$ cat src/sv/tmcw_pkg.sv
package tmcw_pkg;

  localparam int SCREEN_WIDTH  = 80;
  localparam int SCREEN_HEIGHT = 25;
  localparam int CELLS         = SCREEN_WIDTH * SCREEN_HEIGHT;
  localparam int ROW_W         = $clog2(SCREEN_HEIGHT);
  localparam int COL_W         = $clog2(SCREEN_WIDTH);
  localparam int ADDR_W        = $clog2(CELLS);
  localparam int FIELD_ROW_W   = 5;
  localparam int FIELD_COL_W   = 7;

  localparam logic [7:0]  NEWLINE_BYTE = 8'd10;
  localparam logic [7:0]  SPACE_BYTE   = 8'd32;
  localparam logic [7:0]  RESET_COLOR  = 8'h07;
  localparam logic [15:0] BLANK_CELL   = 16'h0720;

  typedef enum logic [3:0] {
    S_CLEAR    = 4'd0,
    S_IDLE     = 4'd1,
    S_DECODE   = 4'd2,
    S_PUT_CHK  = 4'd3,
    S_PUT_WR   = 4'd4,
    S_NEWLINE  = 4'd5,
    S_NEXT_ROW = 4'd6,
    S_BLANK    = 4'd7,
    S_FINISH   = 4'd8,
    S_READ     = 4'd9
  } step_t;

  typedef enum logic [3:0] {
    COND_NONE,
    COND_ALWAYS,
    COND_CLEAR_BUSY,
    COND_IS_READ,
    COND_IS_NEWLINE,
    COND_NO_WRAP,
    COND_ROW_FREE,
    COND_BLANK_BUSY,
    COND_NO_ITEM,
    COND_OUT_BUSY
  } cond_t;

  typedef enum logic [3:0] {
    OP_NONE,
    OP_CLEAR,
    OP_LATCH,
    OP_PUT,
    OP_COL_ZERO,
    OP_ROW_ADV,
    OP_BLANK,
    OP_READ,
    OP_LOAD_OUT
  } dp_op_t;

  typedef struct packed {
    logic   in_ready;
    cond_t  wait_cond;
    dp_op_t op;
    cond_t  jump_cond;
    step_t  target;
  } ucode_t;

  typedef struct packed {
    dp_op_t op;
    logic   go;
  } dp_ctrl_t;

  typedef struct packed {
    logic clear_busy;
    logic is_read;
    logic is_newline;
    logic no_wrap;
    logic row_free;
    logic blank_busy;
    logic out_busy;
  } dp_status_t;

  function automatic ucode_t uw(input logic rdy, input cond_t wc, input dp_op_t op,
                                input cond_t jc, input step_t tgt);
    ucode_t w;
    w.in_ready  = rdy;
    w.wait_cond = wc;
    w.op        = op;
    w.jump_cond = jc;
    w.target    = tgt;
    return w;
  endfunction

  function automatic ucode_t ucode_rom(input step_t s);
    ucode_t w;
    unique case (s)
      S_CLEAR:    w = uw(1'b0, COND_NONE,     OP_CLEAR,    COND_CLEAR_BUSY, S_CLEAR);
      S_IDLE:     w = uw(1'b1, COND_NO_ITEM,  OP_LATCH,    COND_NONE,       S_IDLE);
      S_DECODE:   w = uw(1'b0, COND_NONE,     OP_NONE,     COND_IS_READ,    S_READ);
      S_PUT_CHK:  w = uw(1'b0, COND_NONE,     OP_NONE,     COND_IS_NEWLINE, S_NEWLINE);
      S_PUT_WR:   w = uw(1'b0, COND_NONE,     OP_PUT,      COND_NO_WRAP,    S_FINISH);
      S_NEWLINE:  w = uw(1'b0, COND_NONE,     OP_COL_ZERO, COND_NONE,       S_NEWLINE);
      S_NEXT_ROW: w = uw(1'b0, COND_NONE,     OP_ROW_ADV,  COND_ROW_FREE,   S_FINISH);
      S_BLANK:    w = uw(1'b0, COND_NONE,     OP_BLANK,    COND_BLANK_BUSY, S_BLANK);
      S_FINISH:   w = uw(1'b0, COND_OUT_BUSY, OP_LOAD_OUT, COND_ALWAYS,     S_IDLE);
      S_READ:     w = uw(1'b0, COND_NONE,     OP_READ,     COND_ALWAYS,     S_FINISH);
      default:    w = uw(1'b0, COND_NONE,     OP_NONE,     COND_ALWAYS,     S_IDLE);
    endcase
    return w;
  endfunction

endpackage

$ cat src/sv/tmcw_seq.sv
module tmcw_seq import tmcw_pkg::*; (
  input  logic       clk,
  input  logic       rst,
  input  logic       in_valid,
  input  dp_status_t status,
  output logic       in_ready,
  output dp_ctrl_t   ctrl
);

  step_t  step;
  step_t  step_next;
  ucode_t uword;
  logic   waiting;
  logic   jump;

  function automatic logic cond_true(input cond_t c, input dp_status_t st, input logic item);
    logic r;
    unique case (c)
      COND_NONE:       r = 1'b0;
      COND_ALWAYS:     r = 1'b1;
      COND_CLEAR_BUSY: r = st.clear_busy;
      COND_IS_READ:    r = st.is_read;
      COND_IS_NEWLINE: r = st.is_newline;
      COND_NO_WRAP:    r = st.no_wrap;
      COND_ROW_FREE:   r = st.row_free;
      COND_BLANK_BUSY: r = st.blank_busy;
      COND_NO_ITEM:    r = !item;
      COND_OUT_BUSY:   r = st.out_busy;
      default:         r = 1'b0;
    endcase
    return r;
  endfunction

  always_comb begin
    uword    = ucode_rom(step);
    waiting  = cond_true(uword.wait_cond, status, in_valid);
    jump     = cond_true(uword.jump_cond, status, in_valid);
    in_ready = uword.in_ready;
    ctrl.op  = uword.op;
    ctrl.go  = !waiting;
  end

  always_comb begin
    priority if (waiting) begin
      step_next = step;
    end else if (jump) begin
      step_next = uword.target;
    end else begin
      step_next = step_t'(step + 4'd1);
    end
  end

  always_ff @(posedge clk) begin
    if (rst) begin
      step <= S_CLEAR;
    end else begin
      step <= step_next;
    end
  end

endmodule

$ cat config.mk
export PLATFORM = sky130hd
export DESIGN_NAME = tmcw_seq
export DESIGN_NICKNAME = d
export VERILOG_FILES = /design/src/sv/tmcw_pkg.sv /design/src/sv/tmcw_seq.sv
export SDC_FILE = /design/constraint.sdc
export NUM_CORES = 1
export LEC_CHECK = 0
export BUFFER_PORTS_ARGS = -buffer_cell sky130_fd_sc_hd__buf_2
export CORE_MARGIN = 1.5
export CORE_UTILIZATION = 49
export DETAILED_ROUTE_END_ITERATION = 12
export PLACE_DENSITY = 0.76
export SKIP_CTS_REPAIR_TIMING = 1
export SLEW_MARGIN = 15
export SYNTH_ARGS = -nofsm -noshare
export SYNTH_HDL_FRONTEND = slang
export SYNTH_SLANG_ARGS = --single-unit
export TNS_END_PERCENT = 30
$ cat constraint.sdc
create_clock -name clk -period 2.09 [get_ports clk]
set_clock_uncertainty 0.05 [all_clocks]
set_input_delay 0.209 -clock clk [delete_from_list [all_inputs] [get_ports clk]]
set_output_delay 0.209 -clock clk [all_outputs]
set_load 0.03 [all_outputs]
# Word level (Yosys, flattened, before mapping)
# Memory sizes are Yosys's and may differ from the RTL's. A register that Yosys moved wholly into a read port is not among the register bits.
# Cells that the tools add are included.
# totals
reg_bits	4
romBits	224
in_bits	10
output_inout_bits	6
elab_cells	28
memories	1
# mem_list
name	words	width	read_ports	rd_ports_with_merged_regs	wr	line	rtl
(name not given)	16	14	1	1	0	tmcw_pkg.sv:91	unique case (s)
# op_classes
addsub	1
eq_ne	18
muxes	5
n_reduce_logical	2
# op_table
operator	n
$eq A4 B3 Y1 const B	8
$pmux W1 S9	2
$eq A4 B2 Y1 const B	4
$eq A4 B4 Y1 const B	4
$mux W4	3
$eq A4 B1 Y1 const B	2
$add A4 B1 Y4 const B	1
$logic_not A1 Y1	2

# Longest topological paths before layout
# Gate-level depths: netlist of run 1.
# logic_depth
ltp_word	5
ltp_mapped	10
mapped_depth_nobuf	9

# Worst setup path before layout of run 1
# OpenSTA, ideal clock, no wires.
# synth_timing
path_kind	register -> register
from	register, netlist name uword[15]
to	register, netlist name uword[4]
setup_time_ns	0.139
arrival_time_ns	2.140
required_time_ns	1.901
path_slack_ns	-0.239
path_stages_with_launch	11
path_buffers	1
period_less_slack_ns	2.329
path_cell_list	dfxtp_1 nor3b_1 a21o_1 buf_2 inv_1 nor2_1 a2111oi_4 inv_2 ha_1 mux2i_1 nand2_1
# synth_between
elab_chain_cells	4
elab_cells_between_ends	12
classes_between	eq/ne (9); mux (3)
# synth_rtl
element	line	rtl
$eq A4 B4 Y1 (tied with other cells)	tmcw_seq.sv:18	unique case (c)
$pmux W1 S9 (*)	tmcw_seq.sv:18	
$mux W4 (no source line) (*) (2 in series)	--	
# Every way passes the cells marked *; elsewhere a longest branch is shown, timed or not.
# A chain may end at the register's enable or synchronous reset.

# Final worst setup path of run 1
# layout_timing
from	register, netlist name uword[5]
to	register, netlist name uword[2]
# layout_between
elab_chain_cells	5
elab_cells_between_ends	13
classes_between	eq/ne (9); mux (4)
# layout_rtl
element	line	rtl
$eq A4 B4 Y1 (tied with other cells)	tmcw_seq.sv:18	
$pmux W1 S9 (*)	tmcw_seq.sv:18	
$mux W4 (*)	tmcw_seq.sv:46	end else if (jump) begin
$mux W4 (no source line) (*) (2 in series)	--	
# Marked as above.

==> metrics.cfg, run 1 <==
[critical_path]
cp_max_fo = 5
startpoint = uword[5]$_SDFF_PP0_
worstPathRequired_ps = 2230
cp-start-kind = register
critical_path_class = register to register
crit_arrival_ps = 2310
cp-end-kind = register
r2r_start = uword[5]$_SDFF_PP0_

[floorplanning]
num_rows = 16
die_area_sq_um = 2290
initial_utilization = 0.512
core_area_sq_um = 1920
ioPinCount = 16
die_h_um = 47.8
fp.dieW_um = 47.8

[timing]
slew-limit-headroom = 0.704
fin_crit_ps = 2170
min_period_over_period = 1.04
tns_ps = -486
drv_slew = 0
clock.fmax_mhz = 460
hold_viol_final = 0
worst_slew_pin_slew_ps = 443
fin_ws_ps = -82.3
grt_setup_unrepaired = true
setup_violations = 9

[hold_path]
hp-class = input port to register
min-delay-start = rst

[cells_and_area]
layout_common_cells = 19 x buf_4, 15 x buf_2, 15 x dfxtp_1
fill_cells = 160
num_antenna_cells = 0
final_nets = 145
area_growth_syn_to_layout_pct = 30.6
final_common_cell = buf_4
fin_util = 0.669
drive_gt1_frac = 0.488

[synthesis]
synth_ff_type = dfxtp_1
syn-num-nets = 111
synth-seq-cells = 17
synth_edf_count = 0
ys_seq_area_frac = 0.346
ys_types = 40
syn_area_per_cell_sq_um = 10.5
async_flop_share = 0
ys_warn_count = 0
post_synth_instance_area_sq_um = 985
syn_inst = 94

[global_route]
grt_pass1_vias = 701
grt_pass1_wl_um = 2780
grtUsageTotal = 0.175
grt_max_degree = 16
antenna_found_initial = 0
grt_overflow = 0

[detailed_routing]
drt-pass1-iter-count = 4
drc = 0
route.vias.total = 798
wirelength_um = 2020
drt_iter0_drc = 8
routedWlPerCell_um = 13.1
via_per_inst = 5.18
ant_nets = 0

[placement]
hpwl_um = 1580
port_buffers = 15
routabilityCongestion = 0.733

[power]
ir_drop_uv = 1030
powerDensity_nw_per_um2 = 1790
power.leakage_nw = 0.559

[clocking]
cts_tree = done
cts_buffers = 3
cts.clk_slew.worst_paths_ps = 100
clk_root_buffer_cell = clkbuf_4
clk_latency_ps = 290
htree_levels = 1
clock-sinks = 17
clk_path_buf_depth = 2

[run]
drv_cap = 0

[outcome]
status = complete, but fails checks
violations = setup timing

-- stage by stage --
step	hold WS [ps]	setup WS, ps	instances	area (sq um)	total power [W]
6_report	151	-82.3	154	1290	0.00230
5_1_grt	143	-188	154	1290	0.00246
2_1_floorplan	228	-13.4	94	1020	0.00161
3_5_place_dp	457	-190	143	1190	0.00199
3_3_place_gp	466	-86.3	143	1190	0.00194
4_1_cts	142	-215	147	1220	0.00216
-- report_power, final --
part / total, W / switching (W) / internal (W)
combinational: 0.00159 / 0.000818 / 0.000773
sequential: 0.000537 / 0.0000743 / 0.000463
clock: 0.000173 / 0.000102 / 0.0000710
total: 0.00230 / 0.000994 / 0.00131
-- metal layers --
metal | GRT usage | wire length, um
met1 | 0.197 | 797
met2 | 0.317 | 1160
met3 | 0.0226 | 38
met4 | 0.0919 | 19
met5 | 0 | 0
-- synthesized netlist by cell type (all sizes together) (2+ instances only) --
master | number | share of area
xnor2 | 2 | 0.018
nand2b | 4 | 0.025
o21ai | 2 | 0.010
buf | 6 | 0.047
mux2i | 5 | 0.051
a311oi | 2 | 0.053
nand3 | 2 | 0.010
ha | 7 | 0.089
a211oi | 3 | 0.028
inv | 7 | 0.027
nor2 | 6 | 0.023
dfxtp | 17 | 0.35
a21oi | 3 | 0.015
a2111oi | 2 | 0.037
nand2 | 7 | 0.029
a31oi | 2 | 0.019
-- registers in the layout, indices dropped and copies added, names as in the netlist --
| register | cells |
|---|---|
| uword | 13 |
| step | 4 |
-- worst max-delay path, stage by stage, from the launching register on --
cell and delay [ps]:
dfxtp_2 370, and3b_1 210, a311oi_4 300, buf_4 180
a211o_1 180, a31oi_4 130, buf_4 150, buf_4 130
ha_1 180, mux2i_1 120, nor2_1 50
-- final timing paths --
path / to / slack (ps) / depth (start not counted)
min reg2reg: step[0]$_SDFFE_PP0N_ / 560 / 2
max: uword[2]$_SDFF_PP0_ / -80 / 10
min: step[0]$_SDFFE_PP0N_ / 150 / 2
max reg2reg: uword[2]$_SDFF_PP0_ / -80 / 10
-- cells by family (layout without fill, tap and decap cells) --
family,count (synthesis),in the layout,share of synthesized area
AOI/OAI and AO/OA,22,22,0.257
xor gates and xnor gates,2,2,0.0178
adders and majority gates,7,7,0.0889
buffers and inverters,13,46,0.0737
DFF,17,17,0.346
muxes,6,6,0.0623
and+or+nand+nor,27,27,0.155
-- final cells by class --
cell class              instances  area [sq um]  share of cell area
inverters                       7          30.0              0.0233
clock buffers                   3          22.5              0.0175
repair buffers                 35           238               0.185
well taps                      27          33.8              0.0263
clock inverters                 1          5.00             0.00389
flip-flops and latches         17           343               0.267
multi-input cells              64           614               0.478
Power figures use the tool's default switching activity.
==> run 2, diff against run 1 <==
REMOVE_ABC_BUFFERS = 1   (was unset)
==> metrics.cfg, run 2 (same netlist as run 1, synthesis figures left out) <==
[critical_path]
ff2ff_path_depth = 9
worstPathRequired_ps = 2230
reg2reg_slack_ps = -130
cp-end-kind = register
r2r_start = uword[5]$_SDFF_PP0_
cp_max_fo = 5
critical_path_class = register to register
cp-start-kind = register
crit_arrival_ps = 2350
r2r_end = uword[2]$_SDFF_PP0_

[global_route]
grt_pass1_vias = 723
grtUsageTotal = 0.185
antenna_found_initial = 0
grt_overflow = 0
grt_max_degree = 16
grt_pass1_wl_um = 2960

[hold_path]
holdPathEnd = step[0]$_SDFFE_PP0N_
whs_path_depth = 2
hp-class = input port to register
min-delay-start = rst

[timing]
clock.fmax_mhz = 451
min_period_over_period = 1.06
grt_setup_unrepaired = true
setup_violations = 6
worst_slew_pin_slew_ps = 347
drv_slew = 0
fin_ws_ps = -125
slew-limit-headroom = 0.769
hold_viol_final = 0
fin_crit_ps = 2220

[detailed_routing]
drt-pass1-iter-count = 4
ant_nets = 0
drc = 0
drt_iter0_drc = 14
route.vias.total = 785
wirelength_um = 2100
routedWlPerCell_um = 13.8
via_per_inst = 5.16

[clocking]
cts.clk_slew.worst_paths_ps = 100
clk_path_buf_depth = 2
clk_latency_ps = 290
clock-sinks = 17
cts_tree = done
clk_root_buffer_cell = clkbuf_4
cts_buffers = 3
htree_levels = 1

[power]
ir_drop_uv = 1000
powerDensity_nw_per_um2 = 1820
power.leakage_nw = 0.560
finalPower_w = 0.00237

[placement]
routabilityCongestion = 0.852
place_ws_ps = -136
port_buffers = 15
hpwl_um = 1390

[floorplanning]
initial_utilization = 0.512
die_h_um = 47.8
fp.dieW_um = 47.8
die_area_sq_um = 2290
core_area_sq_um = 1920
ioPinCount = 16
num_rows = 16

[cells_and_area]
num_antenna_cells = 0
largest_reg_flops = 13
layout_common_cells = 16 x buf_4, 15 x buf_2, 15 x dfxtp_1
final_nets = 143
drive_gt1_frac = 0.496
final_common_cell = buf_4
area_growth_syn_to_layout_pct = 32.4

[run]
drv_cap = 0

[outcome]
violations = setup timing
status = complete, but fails checks

run 2: critical path, cell delays in order, from the launching register on:
cell,delay [ps]
dfxtp_4,380
and3b_1,200
a311oi_4,370
a211o_1,260
a31oi_4,130
buf_4,160
buf_4,140
ha_1,200
mux2i_2,170
nor2_1,60
run 2: power by group:
| group | total (W) | leakage, nW | switching [W] | internal [W] |
|---|---|---|---|---|
| registers | 0.000536 | 0.141 | 0.0000694 | 0.000466 |
| logic | 0.00166 | 0.403 | 0.000863 | 0.000801 |
| clock network | 0.000174 | 0.0150 | 0.0000997 | 0.0000742 |
| total | 0.00237 | 0.560 | 0.00103 | 0.00134 |
run 2: worst max-delay path by stage:
stage                               from             endpoint  cells after the start
floorplan           uword[12]$_SDFF_PN0_  uword[4]$_SDFF_PP1_                      9
global placement     uword[5]$_SDFF_PP0_  uword[4]$_SDFF_PP1_                      8
detailed placement   uword[5]$_SDFF_PP0_  uword[4]$_SDFF_PP1_                      8
CTS                  uword[5]$_SDFF_PP0_  uword[4]$_SDFF_PP1_                      8
global route         uword[5]$_SDFF_PP0_  uword[2]$_SDFF_PP0_                      9
finish               uword[5]$_SDFF_PP0_  uword[2]$_SDFF_PP0_                      9
run 2: cell type report:
type                       instances  area, sq um
tap                               27         33.8
sequential                        17          345
fill                             149          618
inverter                           7         26.3
multi-input combinational         64          646
clock buffer                       4         26.3
timing repair buffer              33          226
run 2: through the flow:
| stage | cell area [sq um] | std cells | hold WS, ps | utilization | setup TNS [ps] |
|---|---|---|---|---|---|
| final | 1300 | 152 | 160 | 0.678 | -382 |
| after floorplan | 938 | 88 | 228 | - | -3400 |
| after global routing | 1300 | 152 | 163 | 0.678 | -1600 |
| after global placement | 1160 | 144 | 444 | 0.606 | -175 |
| after detailed placement | 1160 | 144 | 458 | 0.606 | -717 |
| after CTS | 1190 | 148 | 138 | 0.620 | -1100 |
run 2: per-layer routing:
metal,up-vias,part of all wire,GRT usage
met5,-,0,0
met4,0,0.014,0.0811
met3,7,0.021,0.0377
met2,12,0.54,0.301
met1,366,0.43,0.236
li1,400,-,-
==> run 3, diff against run 2 <==
CORE_MARGIN = 4   (was 1.5)
CORE_UTILIZATION = 50   (was 49)
GPL_TIMING_DRIVEN = 0   (was unset)
PLACE_DENSITY = 0.74   (was 0.76)
clock period = 2.63 ns   (was 2.09 ns; I/O delays follow)
==> metrics.cfg, run 3 (same netlist as run 1, synthesis figures left out) <==
[floorplanning]
fp.dieW_um = 52.4
initial_utilization = 0.547
num_rows = 15
die_area_sq_um = 2740
die_h_um = 52.4
ioPinCount = 16
core_area_sq_um = 1800

[timing]
drv_slew = 0
setup_violations = 0
fin_crit_ps = 2420
tns_ps = 0
hold_viol_final = 0
clock.fmax_mhz = 413
grt_setup_unrepaired = false
worst_slew_pin_slew_ps = 710
slew-limit-headroom = 0.527
min_period_over_period = 0.920

[critical_path]
path_cells = and4bb_1, a311oi_4, a211oi_2, a311oi_4, nand3b_1, o21a_1
cpLargestDelayFamily = compound AO/OA/AOI/OAI gates
worst_path_most_repeated_cell = a311oi_4
worstPathRequired_ps = 2760
startpoint = uword[4]$_SDFF_PP1_
cp-end-kind = register
max_stage_delay_ps = 670
r2r_start = uword[4]$_SDFF_PP1_
worst-path-buf-inv = 0
cp-start-kind = register
critical_path_class = register to register
cp_max_fo = 15
cp_slowest_cell = a311oi_4
crit_arrival_ps = 2550

[power]
ir_drop_uv = 688
p_sw_w = 0.000682
power.leakage_nw = 0.459
powerDensity_nw_per_um2 = 1370
comb_power_share = 0.625
p_clk_frac = 0.088
switching_share = 0.460
pwr-share-seq = 0.287
intPower_w = 0.000802

[cells_and_area]
fin_cells = 132
final_common_cell = dfxtp_1
area_growth_syn_to_layout_pct = 9.66
drive_gt1_frac = 0.290
num_antenna_cells = 0
fill_cells = 174
final_nets = 125
largest_reg_flops = 13
layout_common_cells = 17 x dfxtp_1, 15 x buf_2, 7 x ha_1

[placement]
dpl.cell_count = 128
port_buffers = 15
routabilityCongestion = 0.754
hpwl_um = 1300

[clocking]
cts_tree = done
clk_path_buf_depth = 2
clk_root_buffer_cell = clkbuf_4
clk_latency_ps = 280
cts_buffers = 3
cts.clk_slew.worst_paths_ps = 90
clock-sinks = 17
htree_levels = 1

[global_route]
antenna_found_initial = 0
grt_max_degree = 16
grt_pass1_wl_um = 2720
grtUsageTotal = 0.136
grt_overflow = 0
grt_pass1_vias = 627

[detailed_routing]
ant_nets = 0
route.vias.total = 677
drt_iter0_drc = 4
wirelength_um = 1620
drc = 0
drt-pass1-iter-count = 4
via_per_inst = 5.13
routedWlPerCell_um = 12.3

[hold_path]
hp-class = input port to register
min-delay-start = rst

[outcome]
status = complete, no violations

[run]
drv_cap = 0

-- run 3: power groups by stage --
stage               Combinational, W  Sequential [W]  Clock (W)
floorplan                   0.000710        0.000466          0
global placement            0.000898        0.000426          0
detailed placement          0.000917        0.000432          0
CTS                         0.000918        0.000425   0.000137
global route                 0.00102        0.000438   0.000154
finish                      0.000927        0.000425   0.000131
-- run 3: path summary, 6_finish.rpt --
| check | endpoint | slack [ps] | cells past startpoint |
|---|---|---|---|
| worst min register to register | step[0]$_SDFFE_PP0N_ | 560 | 2 |
| worst max-delay path | uword[0]$_DFF_P_ | 210 | 6 |
| worst max register to register | uword[0]$_DFF_P_ | 210 | 6 |
| worst min-delay path | step[0]$_SDFFE_PP0N_ | 220 | 2 |
-- run 3: final cells by class --
class                      instances  area (sq um)  area share
inverter                           7          26.3      0.0243
multi-input combinational         64           581       0.538
timing repair buffer              15          75.1      0.0695
sequential                        17           340       0.315
tap                               25          31.3      0.0290
clock buffer                       4          26.3      0.0243
-- run 3: per-layer routing --
metal,part of all wire,wire length (um),GRT usage
met1,0.46,753,0.162
met2,0.50,810,0.225
met3,0.020,33,0.0342
met4,0.017,27,0.0638
met5,0,0,0
-- run 3: through the flow --
stage | total power [W] | hold slack, ps | cell area, sq um | utilization | worst slack, ps
2_1_floorplan | 0.00118 | 282 | 938 | - | 141
6_report | 0.00148 | 224 | 1080 | 0.599 | 211
3_3_place_gp | 0.00132 | 490 | 1040 | 0.580 | 145
3_5_place_dp | 0.00135 | 499 | 1040 | 0.580 | 102
4_1_cts | 0.00148 | 196 | 1070 | 0.594 | 107
5_1_grt | 0.00161 | 202 | 1080 | 0.599 | 35.1
-- run 3: worst reg2reg max path, cell delays in order, from the launching register on --
cell and delay (ps):
dfxtp_1 440, and4bb_1 270, a311oi_4 340, a211oi_2 160
a311oi_4 670, nand3b_1 230, o21a_1 160
